===== src/hw/rtl/lgwd_pkg.sv =====
// Shared constants, types and the reciprocal table of the line gradient window filter.
`default_nettype none

package lgwd_pkg;

   localparam int MAX_WINDOW_DEF = 16;
   localparam int MAX_LINE_DEF   = 4096;

   localparam int PIX_W      = 8;
   localparam int MODE_W     = 2;
   localparam int COEF_W     = 11;
   localparam int LEVEL_W    = 8;
   localparam int WLEN_W     = 5;
   localparam int CSR_IDX_W  = 3;
   localparam int CSR_DATA_W = 11;
   localparam int RECIP_W    = 16;
   localparam int FRAC_W     = 16;
   localparam int RECIP_BIAS = 100;

   localparam int CMD_DEPTH = 2;
   localparam int RES_DEPTH = 2;

   typedef enum logic [CSR_IDX_W-1:0] {
      CSR_DIFF_MODE  = 3'd0,
      CSR_GAIN       = 3'd1,
      CSR_OFFSET     = 3'd2,
      CSR_MIN_LEVEL  = 3'd3,
      CSR_WINDOW_LEN = 3'd4
   } lgwd_csr_type;

   localparam logic [MODE_W-1:0] MODE_PREV_MINUS_NEXT = 2'd0;
   localparam logic [MODE_W-1:0] MODE_NEXT_MINUS_PREV = 2'd1;
   localparam logic [MODE_W-1:0] MODE_NORM_ABS        = 2'd2;

   localparam logic [MODE_W-1:0]  RST_DIFF_MODE  = MODE_PREV_MINUS_NEXT;
   localparam logic [COEF_W-1:0]  RST_GAIN       = 11'd1;
   localparam logic [COEF_W-1:0]  RST_OFFSET     = 11'd0;
   localparam logic [LEVEL_W-1:0] RST_MIN_LEVEL  = 8'd5;
   localparam logic [WLEN_W-1:0]  RST_WINDOW_LEN = 5'd2;

   // Classification of one pixel, decided by the front end.
   typedef struct packed {
      logic last;
      logic emit;
      logic margin;
      logic sub_next;
      logic sub_prev;
   } lgwd_flags_type;

   typedef enum logic [3:0] {
      ST_IDLE,
      ST_RD_CUR,
      ST_RD_OLD,
      ST_SHIFT,
      ST_TEST,
      ST_MUL,
      ST_SUM,
      ST_DIV_GO,
      ST_DIV,
      ST_EMIT,
      ST_FLUSH_RD,
      ST_FLUSH_WR
   } lgwd_state_type;

   typedef logic [255:0][RECIP_W-1:0] recip_tab_type;

   // Largest m with (2m-1)^5 * (p+100) <= 2^85, i.e. round(65536 * (p+100)^-0.2).
   function automatic logic [RECIP_W-1:0] recip_entry(input int p);
      logic [127:0] v;
      logic [127:0] z;
      logic [16:0]  lo;
      logic [16:0]  hi;
      logic [16:0]  mid;
      lo = 17'd1;
      hi = 17'd65536;
      for (int it = 0; it < 18; it++) begin
         if (hi - lo > 17'd1) begin
            mid = (lo + hi) >> 1;
            z   = 128'(mid) * 128'd2 - 128'd1;
            v   = 128'(p + RECIP_BIAS);
            for (int n = 0; n < 5; n++) begin
               v = v * z;
            end
            if (v <= (128'd1 << 85)) begin
               lo = mid;
            end else begin
               hi = mid;
            end
         end
      end
      return lo[RECIP_W-1:0];
   endfunction

   function automatic recip_tab_type build_recip();
      recip_tab_type t;
      for (int p = 0; p < 256; p++) begin
         t[p] = recip_entry(p);
      end
      return t;
   endfunction

   localparam recip_tab_type RECIP_TAB = build_recip();

endpackage

`default_nettype wire


===== src/hw/rtl/lgwd_fifo.sv =====
// Small first-in first-out queue used between the block's stages.
`default_nettype none

module lgwd_fifo #(
   parameter int WIDTH = 8,
   parameter int DEPTH = 2
) (
   input  wire logic             clock,
   input  wire logic             reset,
   input  wire logic             push,
   input  wire logic [WIDTH-1:0] wdata,
   output logic                  full,
   input  wire logic             pop,
   output logic      [WIDTH-1:0] rdata,
   output logic                  empty
);

   localparam int PTR_W = (DEPTH > 1) ? $clog2(DEPTH) : 1;
   localparam int CNT_W = $clog2(DEPTH + 1);

   logic [WIDTH-1:0] store_ff [DEPTH];
   logic [PTR_W-1:0] wr_ptr_ff, wr_ptr_in;
   logic [PTR_W-1:0] rd_ptr_ff, rd_ptr_in;
   logic [CNT_W-1:0] count_ff, count_in;
   logic             do_push, do_pop;

   assign full    = (count_ff == CNT_W'(DEPTH));
   assign empty   = (count_ff == '0);
   assign do_push = push && !full;
   assign do_pop  = pop && !empty;
   assign rdata   = store_ff[rd_ptr_ff];

   always_comb begin
      wr_ptr_in = wr_ptr_ff;
      rd_ptr_in = rd_ptr_ff;
      count_in  = count_ff;
      if (do_push) begin
         wr_ptr_in = (wr_ptr_ff == PTR_W'(DEPTH - 1)) ? '0 : wr_ptr_ff + 1'b1;
      end
      if (do_pop) begin
         rd_ptr_in = (rd_ptr_ff == PTR_W'(DEPTH - 1)) ? '0 : rd_ptr_ff + 1'b1;
      end
      if (do_push && !do_pop) begin
         count_in = count_ff + 1'b1;
      end else if (do_pop && !do_push) begin
         count_in = count_ff - 1'b1;
      end
   end

   always_ff @(posedge clock) begin
      if (reset) begin
         wr_ptr_ff <= '0;
         rd_ptr_ff <= '0;
         count_ff  <= '0;
      end else begin
         wr_ptr_ff <= wr_ptr_in;
         rd_ptr_ff <= rd_ptr_in;
         count_ff  <= count_in;
      end
   end

   always_ff @(posedge clock) begin
      if (do_push) begin
         store_ff[wr_ptr_ff] <= wdata;
      end
   end

endmodule

`default_nettype wire


===== src/hw/rtl/lgwd_front.sv =====
// Front end: accepts pixels, tracks the line position and classifies each pixel.
`default_nettype none

module lgwd_front #(
   parameter int MAX_WINDOW = lgwd_pkg::MAX_WINDOW_DEF,
   parameter int MAX_LINE   = lgwd_pkg::MAX_LINE_DEF,
   parameter int WIN_W      = $clog2(MAX_WINDOW + 1)
) (
   input  wire logic                        clock,
   input  wire logic                        reset,
   input  wire logic [lgwd_pkg::WLEN_W-1:0] window_len,
   input  wire logic                        push,
   output logic                             full,
   input  wire logic [lgwd_pkg::PIX_W-1:0]  pixel_in,
   input  wire logic                        last_in_line,
   output logic                             cmd_push,
   input  wire logic                        cmd_full,
   output logic      [lgwd_pkg::PIX_W-1:0]  cmd_pix,
   output lgwd_pkg::lgwd_flags_type         cmd_flags,
   output logic      [WIN_W-1:0]            cmd_win,
   output logic      [WIN_W-1:0]            cmd_flush
);

   localparam int LP_W   = $clog2(MAX_LINE);
   localparam int LPX_W  = ((LP_W > WIN_W + 1) ? LP_W : WIN_W + 1) + 1;
   localparam int FILL_W = $clog2(2 * MAX_WINDOW + 1);
   localparam int PEND_W = $clog2(MAX_WINDOW + 2);

   logic [LP_W-1:0]   lp_ff, lp_in;
   logic [FILL_W-1:0] fill_ff, fill_in;
   logic [PEND_W-1:0] pend_ff, pend_in;
   logic [WIN_W-1:0]  win_ff, win_in;
   logic [WIN_W-1:0]  win_new;
   logic [PEND_W-1:0] pend_inc, pend_after;
   logic [LPX_W-1:0]  lp_x, w_x;
   logic              accept;

   assign full     = cmd_full;
   assign accept   = push && !cmd_full;
   assign cmd_push = accept;

   // The window length is sampled only at the first pixel of a line.
   always_comb begin
      if (window_len == '0) begin
         win_new = WIN_W'(1);
      end else if (int'(window_len) > MAX_WINDOW) begin
         win_new = WIN_W'(MAX_WINDOW);
      end else begin
         win_new = WIN_W'(window_len);
      end
   end

   always_comb begin
      win_in     = (lp_ff == '0) ? win_new : win_ff;
      pend_inc   = pend_ff + 1'b1;
      lp_x       = LPX_W'(lp_ff);
      w_x        = LPX_W'(win_in);

      cmd_flags.last     = last_in_line;
      cmd_flags.emit     = (pend_inc > PEND_W'(win_in));
      cmd_flags.margin   = (lp_x >= w_x) ? (lp_x + 1'b1 >= (w_x << 1)) : (w_x <= LPX_W'(1));
      cmd_flags.sub_next = (fill_ff >= FILL_W'(win_in));
      cmd_flags.sub_prev = (fill_ff >= FILL_W'({win_in, 1'b0}));

      pend_after = cmd_flags.emit ? PEND_W'(win_in) : pend_inc;
      cmd_pix    = pixel_in;
      cmd_win    = win_in;
      cmd_flush  = WIN_W'(pend_after);

      lp_in   = lp_ff;
      fill_in = fill_ff;
      pend_in = pend_ff;
      if (accept) begin
         if (last_in_line) begin
            lp_in   = '0;
            fill_in = '0;
            pend_in = '0;
         end else begin
            if (lp_ff != LP_W'(MAX_LINE - 1)) begin
               lp_in = lp_ff + 1'b1;
            end
            if (fill_ff != FILL_W'(2 * MAX_WINDOW)) begin
               fill_in = fill_ff + 1'b1;
            end
            pend_in = pend_after;
         end
      end
   end

   always_ff @(posedge clock) begin
      if (reset) begin
         lp_ff   <= '0;
         fill_ff <= '0;
         pend_ff <= '0;
         win_ff  <= WIN_W'(2);
      end else begin
         lp_ff   <= lp_in;
         fill_ff <= fill_in;
         pend_ff <= pend_in;
         if (accept) begin
            win_ff <= win_in;
         end
      end
   end

endmodule

`default_nettype wire


===== src/hw/rtl/lgwd_div.sv =====
// Restoring divider, one quotient bit per cycle.
`default_nettype none

module lgwd_div #(
   parameter int DIVIDEND_W = 24,
   parameter int DIVISOR_W  = 5
) (
   input  wire logic                  clock,
   input  wire logic                  reset,
   input  wire logic                  start,
   input  wire logic [DIVIDEND_W-1:0] dividend,
   input  wire logic [DIVISOR_W-1:0]  divisor,
   output logic                       done,
   output logic      [DIVIDEND_W-1:0] quotient,
   output logic      [DIVISOR_W-1:0]  remainder
);

   localparam int CNT_W = $clog2(DIVIDEND_W + 1);

   logic [DIVIDEND_W-1:0] quot_ff, quot_in;
   logic [DIVISOR_W-1:0]  rem_ff, rem_in;
   logic [DIVISOR_W-1:0]  dvs_ff, dvs_in;
   logic [CNT_W-1:0]      cnt_ff, cnt_in;
   logic                  busy_ff, busy_in;
   logic                  done_ff, done_in;
   logic [DIVISOR_W:0]    trial;
   logic [DIVISOR_W:0]    diff;
   logic                  ge;

   assign done      = done_ff;
   assign quotient  = quot_ff;
   assign remainder = rem_ff;

   always_comb begin
      trial   = {rem_ff, quot_ff[DIVIDEND_W-1]};
      diff    = trial - {1'b0, dvs_ff};
      ge      = (trial >= {1'b0, dvs_ff});
      quot_in = quot_ff;
      rem_in  = rem_ff;
      dvs_in  = dvs_ff;
      cnt_in  = cnt_ff;
      busy_in = busy_ff;
      done_in = 1'b0;
      if (start) begin
         quot_in = dividend;
         rem_in  = '0;
         dvs_in  = divisor;
         cnt_in  = CNT_W'(DIVIDEND_W);
         busy_in = 1'b1;
      end else if (busy_ff) begin
         quot_in = {quot_ff[DIVIDEND_W-2:0], ge};
         rem_in  = ge ? diff[DIVISOR_W-1:0] : trial[DIVISOR_W-1:0];
         cnt_in  = cnt_ff - 1'b1;
         if (cnt_ff == CNT_W'(1)) begin
            busy_in = 1'b0;
            done_in = 1'b1;
         end
      end
   end

   always_ff @(posedge clock) begin
      if (reset) begin
         busy_ff <= 1'b0;
         done_ff <= 1'b0;
         cnt_ff  <= '0;
      end else begin
         busy_ff <= busy_in;
         done_ff <= done_in;
         cnt_ff  <= cnt_in;
      end
   end

   always_ff @(posedge clock) begin
      quot_ff <= quot_in;
      rem_ff  <= rem_in;
      dvs_ff  <= dvs_in;
   end

endmodule

`default_nettype wire


===== src/hw/rtl/lgwd_back.sv =====
// Back end: pixel history memory, running window sums and the rewrite arithmetic.
`default_nettype none

module lgwd_back #(
   parameter int MAX_WINDOW = lgwd_pkg::MAX_WINDOW_DEF,
   parameter int WIN_W      = $clog2(MAX_WINDOW + 1)
) (
   input  wire logic                         clock,
   input  wire logic                         reset,
   input  wire logic [lgwd_pkg::MODE_W-1:0]  diff_mode,
   input  wire logic [lgwd_pkg::COEF_W-1:0]  gain,
   input  wire logic [lgwd_pkg::COEF_W-1:0]  offset,
   input  wire logic [lgwd_pkg::LEVEL_W-1:0] min_level,
   input  wire logic                         cmd_empty,
   output logic                              cmd_pop,
   input  wire logic [lgwd_pkg::PIX_W-1:0]   cmd_pix,
   input  wire lgwd_pkg::lgwd_flags_type     cmd_flags,
   input  wire logic [WIN_W-1:0]             cmd_win,
   input  wire logic [WIN_W-1:0]             cmd_flush,
   input  wire logic                         res_full,
   output logic                              res_push,
   output logic      [lgwd_pkg::PIX_W-1:0]   res_pixel,
   output logic                              res_last
);

   localparam int PW      = lgwd_pkg::PIX_W;
   localparam int CW      = lgwd_pkg::COEF_W;
   localparam int FW      = lgwd_pkg::FRAC_W;
   localparam int AW      = $clog2(2 * MAX_WINDOW);
   localparam int DEPTH   = 1 << AW;
   localparam int SUM_W   = $clog2(MAX_WINDOW * 255 + 1);
   localparam int D_W     = SUM_W + 1;
   localparam int GD_W    = CW + D_W;
   localparam int OW_W    = CW + WIN_W + 1;
   localparam int PROD_W  = GD_W + lgwd_pkg::RECIP_W + 1;
   localparam int NUM_W   = PROD_W + 1;
   localparam int Q_W     = NUM_W - FW - 1;
   localparam int MW      = lgwd_pkg::LEVEL_W + WIN_W;
   localparam int CMP_W   = (SUM_W > MW) ? SUM_W : MW;

   lgwd_pkg::lgwd_state_type state_ff, state_in;

   logic [PW-1:0]              mem [DEPTH];
   logic [PW-1:0]              rd_data_ff;
   logic                       rd_en;
   logic [AW-1:0]              rd_addr;
   logic                       wr_en;
   logic [AW-1:0]              wr_addr;
   logic [PW-1:0]              wr_data;

   logic [PW-1:0]              pix_ff, pix_in;
   lgwd_pkg::lgwd_flags_type   flags_ff, flags_in;
   logic [WIN_W-1:0]           w_ff, w_in;
   logic [WIN_W-1:0]           j_ff, j_in;
   logic [AW-1:0]              wp_ff, wp_in;
   logic [SUM_W-1:0]           nsum_ff, nsum_in;
   logic [SUM_W-1:0]           psum_ff, psum_in;
   logic [PW-1:0]              cur_ff, cur_in;
   logic [PW-1:0]              res_ff, res_in;
   logic                       proc_ff, proc_in;
   logic [lgwd_pkg::RECIP_W-1:0] recip_ff, recip_in;
   logic signed [GD_W-1:0]     gd_ff, gd_in;
   logic signed [OW_W-1:0]     ow_ff, ow_in;
   logic signed [PROD_W-1:0]   prod_ff, prod_in;
   logic signed [NUM_W-1:0]    num_ff, num_in;

   logic signed [D_W-1:0]      d_val, d_abs, d_sel;
   logic [MW-1:0]              min_w;
   logic                       take;
   logic                       mode_abs, mode_neg;
   logic [PW-1:0]              old_val;

   logic                       div_start, div_done;
   logic [Q_W-1:0]             div_q;
   logic [WIN_W-1:0]           div_r;
   logic [WIN_W+FW:0]          twice_r, den;
   logic                       round_up;
   logic [Q_W:0]               q_up;
   logic [PW-1:0]              rounded;

   assign mode_abs = diff_mode[1];
   assign mode_neg = (diff_mode == lgwd_pkg::MODE_NEXT_MINUS_PREV);
   assign old_val  = rd_data_ff;

   lgwd_div #(
      .DIVIDEND_W (Q_W),
      .DIVISOR_W  (WIN_W)
   ) u_div (
      .clock     (clock),
      .reset     (reset),
      .start     (div_start),
      .dividend  (num_ff[NUM_W-2:FW]),
      .divisor   (w_ff),
      .done      (div_done),
      .quotient  (div_q),
      .remainder (div_r)
   );

   // Round half to even on the full remainder, then clamp to a pixel.
   always_comb begin
      twice_r  = {div_r, num_ff[FW-1:0], 1'b0};
      den      = {1'b0, w_ff, {FW{1'b0}}};
      round_up = (twice_r > den) || ((twice_r == den) && div_q[0]);
      q_up     = (Q_W + 1)'(div_q) + (Q_W + 1)'(round_up);
      rounded  = (q_up > (Q_W + 1)'(255)) ? {PW{1'b1}} : q_up[PW-1:0];
   end

   always_comb begin
      d_val = $signed({1'b0, psum_ff}) - $signed({1'b0, nsum_ff});
      d_abs = d_val[D_W-1] ? -d_val : d_val;
      d_sel = mode_abs ? d_abs : d_val;
      min_w = MW'(min_level) * MW'(w_ff);
      take  = flags_ff.margin && (cur_ff > min_level) &&
              (CMP_W'(psum_ff) > CMP_W'(min_w)) && (CMP_W'(nsum_ff) > CMP_W'(min_w));
   end

   always_comb begin
      state_in  = state_ff;
      pix_in    = pix_ff;
      flags_in  = flags_ff;
      w_in      = w_ff;
      j_in      = j_ff;
      wp_in     = wp_ff;
      nsum_in   = nsum_ff;
      psum_in   = psum_ff;
      cur_in    = cur_ff;
      res_in    = res_ff;
      proc_in   = proc_ff;
      recip_in  = recip_ff;
      gd_in     = gd_ff;
      ow_in     = ow_ff;
      prod_in   = prod_ff;
      num_in    = num_ff;
      cmd_pop   = 1'b0;
      rd_en     = 1'b0;
      rd_addr   = wp_ff;
      wr_en     = 1'b0;
      wr_addr   = wp_ff;
      wr_data   = pix_ff;
      div_start = 1'b0;
      res_push  = 1'b0;
      res_pixel = res_ff;
      res_last  = 1'b0;

      case (state_ff)
         lgwd_pkg::ST_IDLE: begin
            if (!cmd_empty) begin
               cmd_pop  = 1'b1;
               pix_in   = cmd_pix;
               flags_in = cmd_flags;
               w_in     = cmd_win;
               j_in     = cmd_flush - 1'b1;
               state_in = lgwd_pkg::ST_RD_CUR;
            end
         end
         lgwd_pkg::ST_RD_CUR: begin
            rd_en    = 1'b1;
            rd_addr  = wp_ff - AW'(w_ff - 1'b1);
            state_in = lgwd_pkg::ST_RD_OLD;
         end
         lgwd_pkg::ST_RD_OLD: begin
            rd_en    = 1'b1;
            rd_addr  = wp_ff - AW'({w_ff, 1'b0} - 1'b1);
            cur_in   = rd_data_ff;
            state_in = lgwd_pkg::ST_SHIFT;
         end
         lgwd_pkg::ST_SHIFT: begin
            wr_en   = 1'b1;
            wr_addr = wp_ff + 1'b1;
            wr_data = pix_ff;
            wp_in   = wp_ff + 1'b1;
            nsum_in = nsum_ff + SUM_W'(pix_ff)
                      - (flags_ff.sub_next ? SUM_W'(cur_ff) : '0);
            psum_in = psum_ff + (flags_ff.sub_next ? SUM_W'(cur_ff) : '0)
                      - (flags_ff.sub_prev ? SUM_W'(old_val) : '0);
            if (flags_ff.emit) begin
               state_in = lgwd_pkg::ST_TEST;
            end else if (flags_ff.last) begin
               state_in = lgwd_pkg::ST_FLUSH_RD;
            end else begin
               state_in = lgwd_pkg::ST_IDLE;
            end
         end
         lgwd_pkg::ST_TEST: begin
            res_in   = cur_ff;
            proc_in  = 1'b0;
            recip_in = lgwd_pkg::RECIP_TAB[cur_ff];
            gd_in    = GD_W'($signed(gain)) * GD_W'(d_sel);
            ow_in    = OW_W'($signed(offset)) * OW_W'($signed({1'b0, w_ff}));
            state_in = take ? lgwd_pkg::ST_MUL : lgwd_pkg::ST_EMIT;
         end
         lgwd_pkg::ST_MUL: begin
            if (mode_abs) begin
               prod_in = PROD_W'(gd_ff) * PROD_W'($signed({1'b0, recip_ff}));
            end else begin
               prod_in = PROD_W'(mode_neg ? -gd_ff : gd_ff) <<< FW;
            end
            state_in = lgwd_pkg::ST_SUM;
         end
         lgwd_pkg::ST_SUM: begin
            num_in   = NUM_W'(prod_ff) + (NUM_W'(ow_ff) <<< FW);
            state_in = lgwd_pkg::ST_DIV_GO;
         end
         lgwd_pkg::ST_DIV_GO: begin
            proc_in = 1'b1;
            if (num_ff[NUM_W-1]) begin
               // A negative numerator always lands at zero after clamping.
               res_in   = '0;
               state_in = lgwd_pkg::ST_EMIT;
            end else begin
               div_start = 1'b1;
               state_in  = lgwd_pkg::ST_DIV;
            end
         end
         lgwd_pkg::ST_DIV: begin
            if (div_done) begin
               res_in   = rounded;
               state_in = lgwd_pkg::ST_EMIT;
            end
         end
         lgwd_pkg::ST_EMIT: begin
            if (!res_full) begin
               res_push  = 1'b1;
               res_pixel = res_ff;
               if (proc_ff) begin
                  wr_en   = 1'b1;
                  wr_addr = wp_ff - AW'(w_ff);
                  wr_data = res_ff;
                  psum_in = psum_ff - SUM_W'(cur_ff) + SUM_W'(res_ff);
               end
               state_in = flags_ff.last ? lgwd_pkg::ST_FLUSH_RD : lgwd_pkg::ST_IDLE;
            end
         end
         lgwd_pkg::ST_FLUSH_RD: begin
            rd_en    = 1'b1;
            rd_addr  = wp_ff - AW'(j_ff);
            state_in = lgwd_pkg::ST_FLUSH_WR;
         end
         lgwd_pkg::ST_FLUSH_WR: begin
            if (!res_full) begin
               res_push  = 1'b1;
               res_pixel = rd_data_ff;
               res_last  = (j_ff == '0);
               if (j_ff == '0) begin
                  nsum_in  = '0;
                  psum_in  = '0;
                  state_in = lgwd_pkg::ST_IDLE;
               end else begin
                  j_in     = j_ff - 1'b1;
                  state_in = lgwd_pkg::ST_FLUSH_RD;
               end
            end
         end
         default: begin
            state_in = lgwd_pkg::ST_IDLE;
         end
      endcase
   end

   always_ff @(posedge clock) begin
      if (reset) begin
         state_ff <= lgwd_pkg::ST_IDLE;
         wp_ff    <= '0;
         nsum_ff  <= '0;
         psum_ff  <= '0;
      end else begin
         state_ff <= state_in;
         wp_ff    <= wp_in;
         nsum_ff  <= nsum_in;
         psum_ff  <= psum_in;
      end
   end

   always_ff @(posedge clock) begin
      pix_ff   <= pix_in;
      flags_ff <= flags_in;
      w_ff     <= w_in;
      j_ff     <= j_in;
      cur_ff   <= cur_in;
      res_ff   <= res_in;
      proc_ff  <= proc_in;
      recip_ff <= recip_in;
      gd_ff    <= gd_in;
      ow_ff    <= ow_in;
      prod_ff  <= prod_in;
      num_ff   <= num_in;
   end

   always_ff @(posedge clock) begin
      if (wr_en) begin
         mem[wr_addr] <= wr_data;
      end
      if (rd_en) begin
         rd_data_ff <= mem[rd_addr];
      end
   end

endmodule

`default_nettype wire


===== src/hw/rtl/line_gradient_window_diff_top.sv =====
// Top level of the line gradient window filter: ports, configuration registers, queues.
//
// Usage. Pixels of a line enter on a queue-style port: a transaction happens at a rising
// edge with push high and full low; last_in_line marks the final pixel of the line.
// Results leave on a second queue port: the oldest result sits on rsp_pixel_out and
// rsp_last_out while empty is low, and a transaction happens when pop is high and empty
// is low. Each pixel comes back in line order, window_len pixels later; the pixel that
// carries last_in_line also releases all pending pixels, the final one with rsp_last_out.
// Configuration registers are written through valid/ready with csr_index and csr_data;
// ready is always high. Writes must be made only while the block is idle; the block itself
// does not enforce this. A front end classifies each pixel as it is accepted and queues
// it; a back end handles one pixel at a time. Each pixel reads the history twice and is
// shifted into it; one that leaves unchanged is tested and emitted, and a rewritten one
// is tested, multiplied, summed, sent to the iterative divider by the window length (one
// quotient bit per cycle, a 25-bit quotient at default sizes) and emitted; a negative
// numerator skips the divider. Each pixel released at the end of a line is read from the
// history memory and written out. Reset clears the queues, line position and window sums;
// the registers return to their defaults. When the receiver stalls, the result queue
// fills, the back end holds, the command queue fills and full rises; nothing is dropped.
`default_nettype none

module line_gradient_window_diff_top #(
   parameter int MAX_WINDOW = lgwd_pkg::MAX_WINDOW_DEF,
   parameter int MAX_LINE   = lgwd_pkg::MAX_LINE_DEF
) (
   input  wire logic                            clock,
   input  wire logic                            reset,
   input  wire logic                            push,
   output logic                                 full,
   input  wire logic [lgwd_pkg::PIX_W-1:0]      req_pixel_in,
   input  wire logic                            req_last_in_line,
   output logic                                 empty,
   input  wire logic                            pop,
   output logic      [lgwd_pkg::PIX_W-1:0]      rsp_pixel_out,
   output logic                                 rsp_last_out,
   input  wire logic                            valid,
   output logic                                 ready,
   input  wire logic [lgwd_pkg::CSR_IDX_W-1:0]  csr_index,
   input  wire logic [lgwd_pkg::CSR_DATA_W-1:0] csr_data
);

   localparam int WIN_W = $clog2(MAX_WINDOW + 1);
   localparam int FLG_W = $bits(lgwd_pkg::lgwd_flags_type);
   localparam int CMD_W = lgwd_pkg::PIX_W + FLG_W + 2 * WIN_W;
   localparam int RES_W = lgwd_pkg::PIX_W + 1;

   logic [lgwd_pkg::MODE_W-1:0]  diff_mode_ff;
   logic [lgwd_pkg::COEF_W-1:0]  gain_ff;
   logic [lgwd_pkg::COEF_W-1:0]  offset_ff;
   logic [lgwd_pkg::LEVEL_W-1:0] min_level_ff;
   logic [lgwd_pkg::WLEN_W-1:0]  window_len_ff;

   logic                         cmd_push, cmd_full, cmd_pop, cmd_empty;
   logic [lgwd_pkg::PIX_W-1:0]   f_pix;
   lgwd_pkg::lgwd_flags_type     f_flags;
   logic [WIN_W-1:0]             f_win, f_flush;
   logic [CMD_W-1:0]             cmd_wdata, cmd_rdata;
   lgwd_pkg::lgwd_flags_type     b_flags;

   logic                         res_push, res_full, res_last;
   logic [lgwd_pkg::PIX_W-1:0]   res_pixel;
   logic [RES_W-1:0]             res_rdata;

   assign ready = 1'b1;

   // Configuration registers; an index beyond the list is ignored.
   always_ff @(posedge clock) begin
      if (reset) begin
         diff_mode_ff  <= lgwd_pkg::RST_DIFF_MODE;
         gain_ff       <= lgwd_pkg::RST_GAIN;
         offset_ff     <= lgwd_pkg::RST_OFFSET;
         min_level_ff  <= lgwd_pkg::RST_MIN_LEVEL;
         window_len_ff <= lgwd_pkg::RST_WINDOW_LEN;
      end else if (valid && ready) begin
         case (lgwd_pkg::lgwd_csr_type'(csr_index))
            lgwd_pkg::CSR_DIFF_MODE:  diff_mode_ff  <= csr_data[lgwd_pkg::MODE_W-1:0];
            lgwd_pkg::CSR_GAIN:       gain_ff       <= csr_data[lgwd_pkg::COEF_W-1:0];
            lgwd_pkg::CSR_OFFSET:     offset_ff     <= csr_data[lgwd_pkg::COEF_W-1:0];
            lgwd_pkg::CSR_MIN_LEVEL:  min_level_ff  <= csr_data[lgwd_pkg::LEVEL_W-1:0];
            lgwd_pkg::CSR_WINDOW_LEN: window_len_ff <= csr_data[lgwd_pkg::WLEN_W-1:0];
            default: begin
            end
         endcase
      end
   end

   lgwd_front #(
      .MAX_WINDOW (MAX_WINDOW),
      .MAX_LINE   (MAX_LINE),
      .WIN_W      (WIN_W)
   ) u_front (
      .clock        (clock),
      .reset        (reset),
      .window_len   (window_len_ff),
      .push         (push),
      .full         (full),
      .pixel_in     (req_pixel_in),
      .last_in_line (req_last_in_line),
      .cmd_push     (cmd_push),
      .cmd_full     (cmd_full),
      .cmd_pix      (f_pix),
      .cmd_flags    (f_flags),
      .cmd_win      (f_win),
      .cmd_flush    (f_flush)
   );

   assign cmd_wdata = {f_pix, f_flags, f_win, f_flush};

   lgwd_fifo #(
      .WIDTH (CMD_W),
      .DEPTH (lgwd_pkg::CMD_DEPTH)
   ) u_cmd_q (
      .clock (clock),
      .reset (reset),
      .push  (cmd_push),
      .wdata (cmd_wdata),
      .full  (cmd_full),
      .pop   (cmd_pop),
      .rdata (cmd_rdata),
      .empty (cmd_empty)
   );

   assign b_flags = cmd_rdata[2*WIN_W +: FLG_W];

   lgwd_back #(
      .MAX_WINDOW (MAX_WINDOW),
      .WIN_W      (WIN_W)
   ) u_back (
      .clock     (clock),
      .reset     (reset),
      .diff_mode (diff_mode_ff),
      .gain      (gain_ff),
      .offset    (offset_ff),
      .min_level (min_level_ff),
      .cmd_empty (cmd_empty),
      .cmd_pop   (cmd_pop),
      .cmd_pix   (cmd_rdata[CMD_W-1 -: lgwd_pkg::PIX_W]),
      .cmd_flags (b_flags),
      .cmd_win   (cmd_rdata[WIN_W +: WIN_W]),
      .cmd_flush (cmd_rdata[WIN_W-1:0]),
      .res_full  (res_full),
      .res_push  (res_push),
      .res_pixel (res_pixel),
      .res_last  (res_last)
   );

   lgwd_fifo #(
      .WIDTH (RES_W),
      .DEPTH (lgwd_pkg::RES_DEPTH)
   ) u_res_q (
      .clock (clock),
      .reset (reset),
      .push  (res_push),
      .wdata ({res_pixel, res_last}),
      .full  (res_full),
      .pop   (pop),
      .rdata (res_rdata),
      .empty (empty)
   );

   assign rsp_pixel_out = res_rdata[RES_W-1:1];
   assign rsp_last_out  = res_rdata[0];

   // The back end must never offer a result the queue cannot hold.
   a_res_no_overflow: assert property (@(posedge clock) disable iff (reset)
      res_push |-> !res_full)
      else $error("result pushed into a full queue");

   // The back end only takes a command that is really waiting.
   a_cmd_no_underflow: assert property (@(posedge clock) disable iff (reset)
      cmd_pop |-> !cmd_empty)
      else $error("command taken from an empty queue");

   // The front end only queues a pixel while there is room for it.
   a_cmd_no_overflow: assert property (@(posedge clock) disable iff (reset)
      cmd_push |-> !cmd_full)
      else $error("command pushed into a full queue");

endmodule

`default_nettype wire

===== config.mk =====
export PLATFORM = sky130hd
export DESIGN_NAME = line_gradient_window_diff_top
export DESIGN_NICKNAME = d
export VERILOG_FILES = /design/src/hw/rtl/lgwd_pkg.sv /design/src/hw/rtl/lgwd_fifo.sv /design/src/hw/rtl/lgwd_front.sv /design/src/hw/rtl/lgwd_div.sv /design/src/hw/rtl/lgwd_back.sv /design/src/hw/rtl/line_gradient_window_diff_top.sv
export SDC_FILE = /design/constraint.sdc
export NUM_CORES = 2
export LEC_CHECK = 0
export BUFFER_PORTS_ARGS = -buffer_cell sky130_fd_sc_hd__buf_4
export CORE_UTILIZATION = 58
export DETAILED_ROUTE_END_ITERATION = 6
export PLACE_DENSITY = 0.8
export SYNTH_ARGS = -nofsm -noshare
export SYNTH_HDL_FRONTEND = slang
export SYNTH_SLANG_ARGS = --single-unit

===== constraint.sdc =====
create_clock -name clock -period 9.4 [get_ports clock]
set_input_delay 0.94 -clock clock [delete_from_list [all_inputs] [get_ports clock]]
set_output_delay 0.94 -clock clock [all_outputs]
set_load 0.03 [all_outputs]

* Word-level counts from Yosys, hierarchy flattened
Memories as Yosys holds them, arrays and structs flattened. A register that Yosys moved wholly into a read port is not among the register bits.
Index checks and enable logic that the tools add are counted.
** Storage, ports and cells
- Bits in registers :: 312
- Word-level logic and storage cells :: 274
- Bits in writable memories :: 320
- Output and inout port bits :: 12
- Bits in read-only memories :: 4096
- Memories kept :: 4
- Input bits :: 28
** Cells by class
- Add/subtract/negate cells :: 34
- Bitwise logic cells :: 2
- Multiplexer cells :: 89
- Multipliers :: 4
- Reduce and logical (&&, ||, !) cells :: 56
- Order comparisons :: 13
- Eq/ne operators :: 30
** Memory list
- (name not given) :: words 256, width 16, rd ports 1, clocked after memory_dff 1, wr ports 0, RTL line lgwd_back.sv:187 : recip_in = lgwd_pkg::RECIP_TAB[cur_ff];
- u_back.mem :: words 32, width 8, rd ports 1, clocked after memory_dff 1, wr ports 1, RTL line lgwd_back.sv:43 : logic [PW-1:0] mem [DEPTH];
- u_cmd_q.store_ff :: words 2, width 23, rd ports 1, clocked after memory_dff 1, wr ports 1, RTL line lgwd_fifo.sv:21 : logic [WIDTH-1:0] store_ff [DEPTH];
- u_res_q.store_ff :: words 2, width 9, rd ports 1, clocked after memory_dff 1, wr ports 1, RTL line lgwd_fifo.sv:21
** Operators by type and width (count)
- $mux W8 :: 10
- $mux W25 :: 3
- $mux W12 :: 6
- $mux W5 :: 13
- $pmux W4 S12 :: 1
- $add A41 B33 Y42 :: 1
- $mul A24 B17 Y41 :: 1
- $mux W41 :: 1
- $pmux W12 S3 :: 1
- $mux W4 :: 8
- $mux W1 :: 31
- $add A25 B1 Y26 :: 1
- $gt A12 B13 Y1 :: 2
- $gt A26 B8 Y1 const B :: 1
- $mux W13 :: 2
- $neg A24 Y25 :: 1
- $sub A5 B1 Y5 const B :: 5
- $sub A5 B5 Y5 :: 5
- $add A12 B8 Y12 :: 2
- $mul A11 B13 Y24 :: 1
- $pmux W12 S2 :: 1
- $pmux W8 S3 :: 1
- $sub A12 B12 Y12 :: 2
- $gt A22 B21 Y1 :: 1
- other kinds (58) :: 127

* Longest topological paths before layout
- Depth after elaboration :: 8
- Mapped depth :: 35
- Mapped depth without buffers :: 33

* By module
A second synthesis with hierarchy kept.
** Second synthesis, totals
- Cell total of the unflattened synthesis :: 5892
- Area total of the unflattened synthesis :: 57885.5 sq um
** Modules (own cells, without submodules)
- lgwd_back :: sequential area each 13933.4 sq um, cells an instance 5169, times used 1, area an instance 49401.1 sq um
- lgwd_front :: sequential area each 560.5 sq um, cells an instance 289, times used 1, area an instance 2293.4 sq um
- lgwd_div :: sequential area each 1141.1 sq um, cells an instance 144, times used 1, area an instance 1936.9 sq um
- lgwd_fifo at u_cmd_q :: sequential area each 1481.4 sq um, cells an instance 96, times used 1, area an instance 1868.0 sq um
- line_gradient_window_diff_top :: sequential area each 740.7 sq um, cells an instance 141, times used 1, area an instance 1521.5 sq um
- lgwd_fifo at u_res_q :: sequential area each 640.6 sq um, cells an instance 53, times used 1, area an instance 864.6 sq um

* Least setup slack after synthesis
No wires, ideal clock.
- Path type :: register to register
- Start :: register u_back.nsum_ff[4]
- End :: register u_back.gd_ff[23], data pin
- Path buffers :: 1
- Period minus slack after synthesis :: 7.572 ns
- Cell stages (with the launch flop) :: 32
- Setup time :: 0.260 ns
- Setup slack :: 1.828 ns
- Data required time :: 9.140 ns
- Data arrival time :: 7.312 ns
- Path through :: dfxtp_1 -> inv_1 -> ha_1 -> o21a_1 -> a21boi_2 -> o21a_1 -> o21a_1 -> or3_1 -> a2111o_1 -> o41ai_2 -> xnor2_1 -> buf_6 -> nand2_1 -> fa_1 -> inv_1 -> fa_1 -> fa_1 -> fa_1 -> inv_1 -> fa_1 -> inv_1 -> ha_1 -> a21o_1 -> a21oi_1 -> o21bai_1 -> a21o_1 -> a21o_1 -> a21oi_1 -> o41a_1 -> o2111ai_1 -> a21oi_1 -> xnor2_1
** Between the ends
- Word-level cells in the longest chain between the ends :: 5
** RTL lines
- start, declared :: RTL line lgwd_back.sv:56 : logic [SUM_W-1:0] nsum_ff, nsum_in;
- start signal, assigned :: RTL line lgwd_back.sv:269 : nsum_ff <= nsum_in;
- $sub A12 B12 Y13 (*) :: RTL line lgwd_back.sv:109 : d_val = $signed({1'b0, psum_ff}) - $signed({1'b0, nsum_ff});
- $neg A13 Y13 :: RTL line lgwd_back.sv:110 : d_abs = d_val[D_W-1] ? -d_val : d_val;
- $mux W13 :: RTL line lgwd_back.sv:110
- $mux W13 (*) :: RTL line lgwd_back.sv:111 : d_sel = mode_abs ? d_abs : d_val;
- $mul A11 B13 Y24 (*) :: RTL line lgwd_back.sv:188 : gd_in = GD_W'($signed(gain)) * GD_W'(d_sel);
- end signal, assigned :: RTL line lgwd_back.sv:283 : gd_ff <= gd_in;
- end, declared :: RTL line lgwd_back.sv:62 : logic signed [GD_W-1:0] gd_ff, gd_in;
Mark *: on every way between the ends. The rest lies on a longest branch, timed or not.
A chain may end at the register's enable or synchronous reset.

* Worst setup path after layout
- Start :: register u_back.nsum_ff[1]
- End :: register u_back.gd_ff[23], data pin
Same word-level chain as after synthesis.

==> metrics <==
status finished, final reports clean; Peak VDD IR 0.0002379 V; maximum clock frequency approximately 0.12 GHz; Worst EP arrival 8.81 ns; Ports 40; RePlAce Congestion roughly 0.95; Crit Path Max Fanout 11; met2 Use GR 49.24%; ratio of cells with drive above 1 in the final layout 5.855%; clock-pin transition on the worst setup and hold timing paths 0.05 ns; routed len/inst 21.02 um; vias in the first global route 43.35k; global-route wire length before repair 239.4 mm; Max-Cap Viols 0; Async SR Flop Fraction 0%; Antenna Cells 0; final setup vio count 0; Buffers on Ports 38; drt drc 0; mapped cell area around 57000 um^2; Setup Skew 0.02371 ns; worst-case clock buffer depth 3; total gr overflow 0; slowest stage delay, CP 0.90 ns; Critical Path RT slightly below 10 ns; post-CTS setup buffer count 0; post-route ant nets 0; GRT Resource Usage Total a little under a third; Synthesis Warnings 0; initial antenna violation count 1; final slew viol count 0; DR iter-0 viols 4315; main flop type after synthesis edfxtp_1; met3 usage 5.638%; WS Path Type reg2reg; leakage power approximately 0.026 uW; post-route worst hold slack 0.4158 ns; via count between 40k and 50k; Cells after DPL 7051; PwrDens 252.7 nW/um^2; Die H between 300 and 400 um; met1 usage a little over two fifths; post-CTS resize count 0; final worst-path cycle share 89.81%; min Tclk post-route between 8 and 9 ns; CTS tree yes; row count between 100 and 150; Min-Delay Path Class reg2reg; H-tree depth 3; Worst-Margin Slew roughly 1.3 ns; Avg Cell Area, Syn between 9 and 10 um^2; utilization after layout 62.99%; Sink Count 656; die width 316.2 um; die area 99980 um^2; Clk Latency, worst-skew pair about 0.64 ns; unique cell type count in the Yosys netlist 86; router iterations before antenna repair 7; Routed WL ~150 mm; Seq/Total Area, Yosys 32.31%; dpl hpwl 110.8 mm; Gate Count Post-Synth 5927; number of synthesized flops with an enable pin between 500 and 600; slowest cell on the critical path xnor2_1; Most common cell on crit path fa_1; Slew HR between 10 and 15%; Overall Power 15490 uW; Non-Filler Instances 7185; Core Region 97280 um^2; crit end category flop; Final Hold Viols 0; vias per cell 6.050; initial cell density of the core 58.86%; RSZ-0062 raised after global routing no; clock root buffer clkbuf_16; Setup TNS Final 0 ns; nets@finish just under 7k; Num CTS Buffers 73; CTS Hold Bufs 0; crit start category flop; Area Overhead vs Synth 7.026%; Synth Register Bits 656; syn nets 6918; GRT busiest layer met2; largest net degree at the start of global routing 77
==> final timing paths <==
kind | from | to | slack [ns] | depth (start not counted)
worst max-delay path | u_back.nsum_ff[1] | u_back.gd_ff[23] | 0.96 | 31
worst min-delay path | u_back.prod_ff[1] | u_back.num_ff[1] | 0.42 | 0
worst max register to register | u_back.nsum_ff[1] | u_back.gd_ff[23] | 0.96 | 31
worst min register to register | u_back.prod_ff[1] | u_back.num_ff[1] | 0.42 | 0
==> Yosys cell counts, types with 25 or more instances <==
master | instances | area share, %
and3_1 | 33 | 0.36
a211oi_1 | 115 | 1.5
edfxtp_1 | 536 | 28
o211ai_1 | 31 | 0.41
nand2b_1 | 38 | 0.42
ha_1 | 392 | 8.6
o21ai_0 | 204 | 1.8
mux2_2 | 37 | 0.73
nor4_1 | 25 | 0.27
a31oi_1 | 59 | 0.64
a21o_1 | 72 | 0.94
fa_1 | 571 | 20
nor3_1 | 59 | 0.52
xor2_1 | 70 | 1.1
a311oi_1 | 41 | 0.63
clkbuf_1 | 253 | 1.7
nor2_1 | 301 | 2.0
dfxtp_1 | 120 | 4.2
nand2_1 | 800 | 5.2
inv_1 | 866 | 5.7
a21oi_1 | 307 | 2.7
xnor2_1 | 154 | 2.4
and2_1 | 284 | 3.1
nand3_1 | 97 | 0.85
nor2b_1 | 66 | 0.72
o21a_1 | 35 | 0.46
==> cells by family after synthesis <==
kind of cell | Yosys count | synth area share, %
muxes | 72 | 1.580
buffers and inverters | 1159 | 7.651
xor gates and xnor gates | 224 | 3.427
other | 1 | 0.006550
DFF | 656 | 32.31
AOI/OAI and AO/OA | 1031 | 11.56
and+or+nand+nor | 1821 | 14.94
adders and majority gates | 963 | 28.53
==> through the flow <==
step / setup WS [ns] / instance area (um^2)
floorplan: 1.828 / 57250
global placement: 1.192 / 58870
detailed placement: 1.073 / 58870
CTS: 1.034 / 61280
global route: 0.3902 / 61280
finish: 0.9578 / 61280
==> placed cells by master, fill, tap and decap left out, drive strengths merged, types with 97 or more instances in the layout <==
master / instances
ha: 392
nand2: 800
a21oi: 308
a211oi: 116
inv: 870
dfxtp: 120
nor2: 301
o21ai: 208
xnor2: 154
buf: 139
and2: 293
nand3: 97
fa: 571
edfxtp: 536
==> routing by layer <==
layer  vias to the layer above  share of wire (%)  routed length [um]
li1                      19590                  -                   -
met1                     21460                 40               60380
met2                      2032                 46               69970
met3                       386                9.5               14420
met4                         0                4.2                6280
met5                         -                  0                   0
==> power by group <==
group / switching, uW / internal (uW) / leakage, uW
Combinational: 5480 / 3300 / 0.0195
Clock: 1250 / 1630 / 0.00115
Sequential: 207 / 3630 / 0.00583
==> layout make-up <==
| cell class | count | area [um^2] |
|---|---|---|
| Fill cell | 7735 | 36000 |
| Multi-Input combinational cell | 4112 | 34480 |
| Sequential cell | 656 | 18500 |
| Inverter | 868 | 3258 |
| Clock buffer | 88 | 1883 |
| Tap cell | 1276 | 1597 |
| Timing Repair Buffer | 139 | 1044 |
| Clock inverter | 46 | 523.0 |
==> state kept, by name, indices dropped and copies added, names as in the netlist, 12 cells and up, named ones only <==
signal,cells
u_back.mem,256
u_cmd_q.store_ff,46
u_back.nsum_ff,12
u_back.ow_ff,17
u_back.psum_ff,12
u_back.recip_ff,14
u_back.gd_ff,24
u_res_q.store_ff,18
u_back.num_ff,42
u_back.prod_ff,41
u_front.lp_ff,12
u_back.u_div.quotient,25
==> worst max-delay path: cells and delay by family (launching register included) <==
| family | cells | cell delay [ns] |
|---|---|---|
| simple gates | 3 | 0.42 |
| compound gates | 14 | 2.64 |
| flops | 1 | 0.41 |
| buf+inv | 4 | 0.25 |
| xor+xnor | 3 | 1.32 |
| fa+ha+maj | 7 | 3.12 |
No activity file was read; power rests on OpenSTA's default activity.
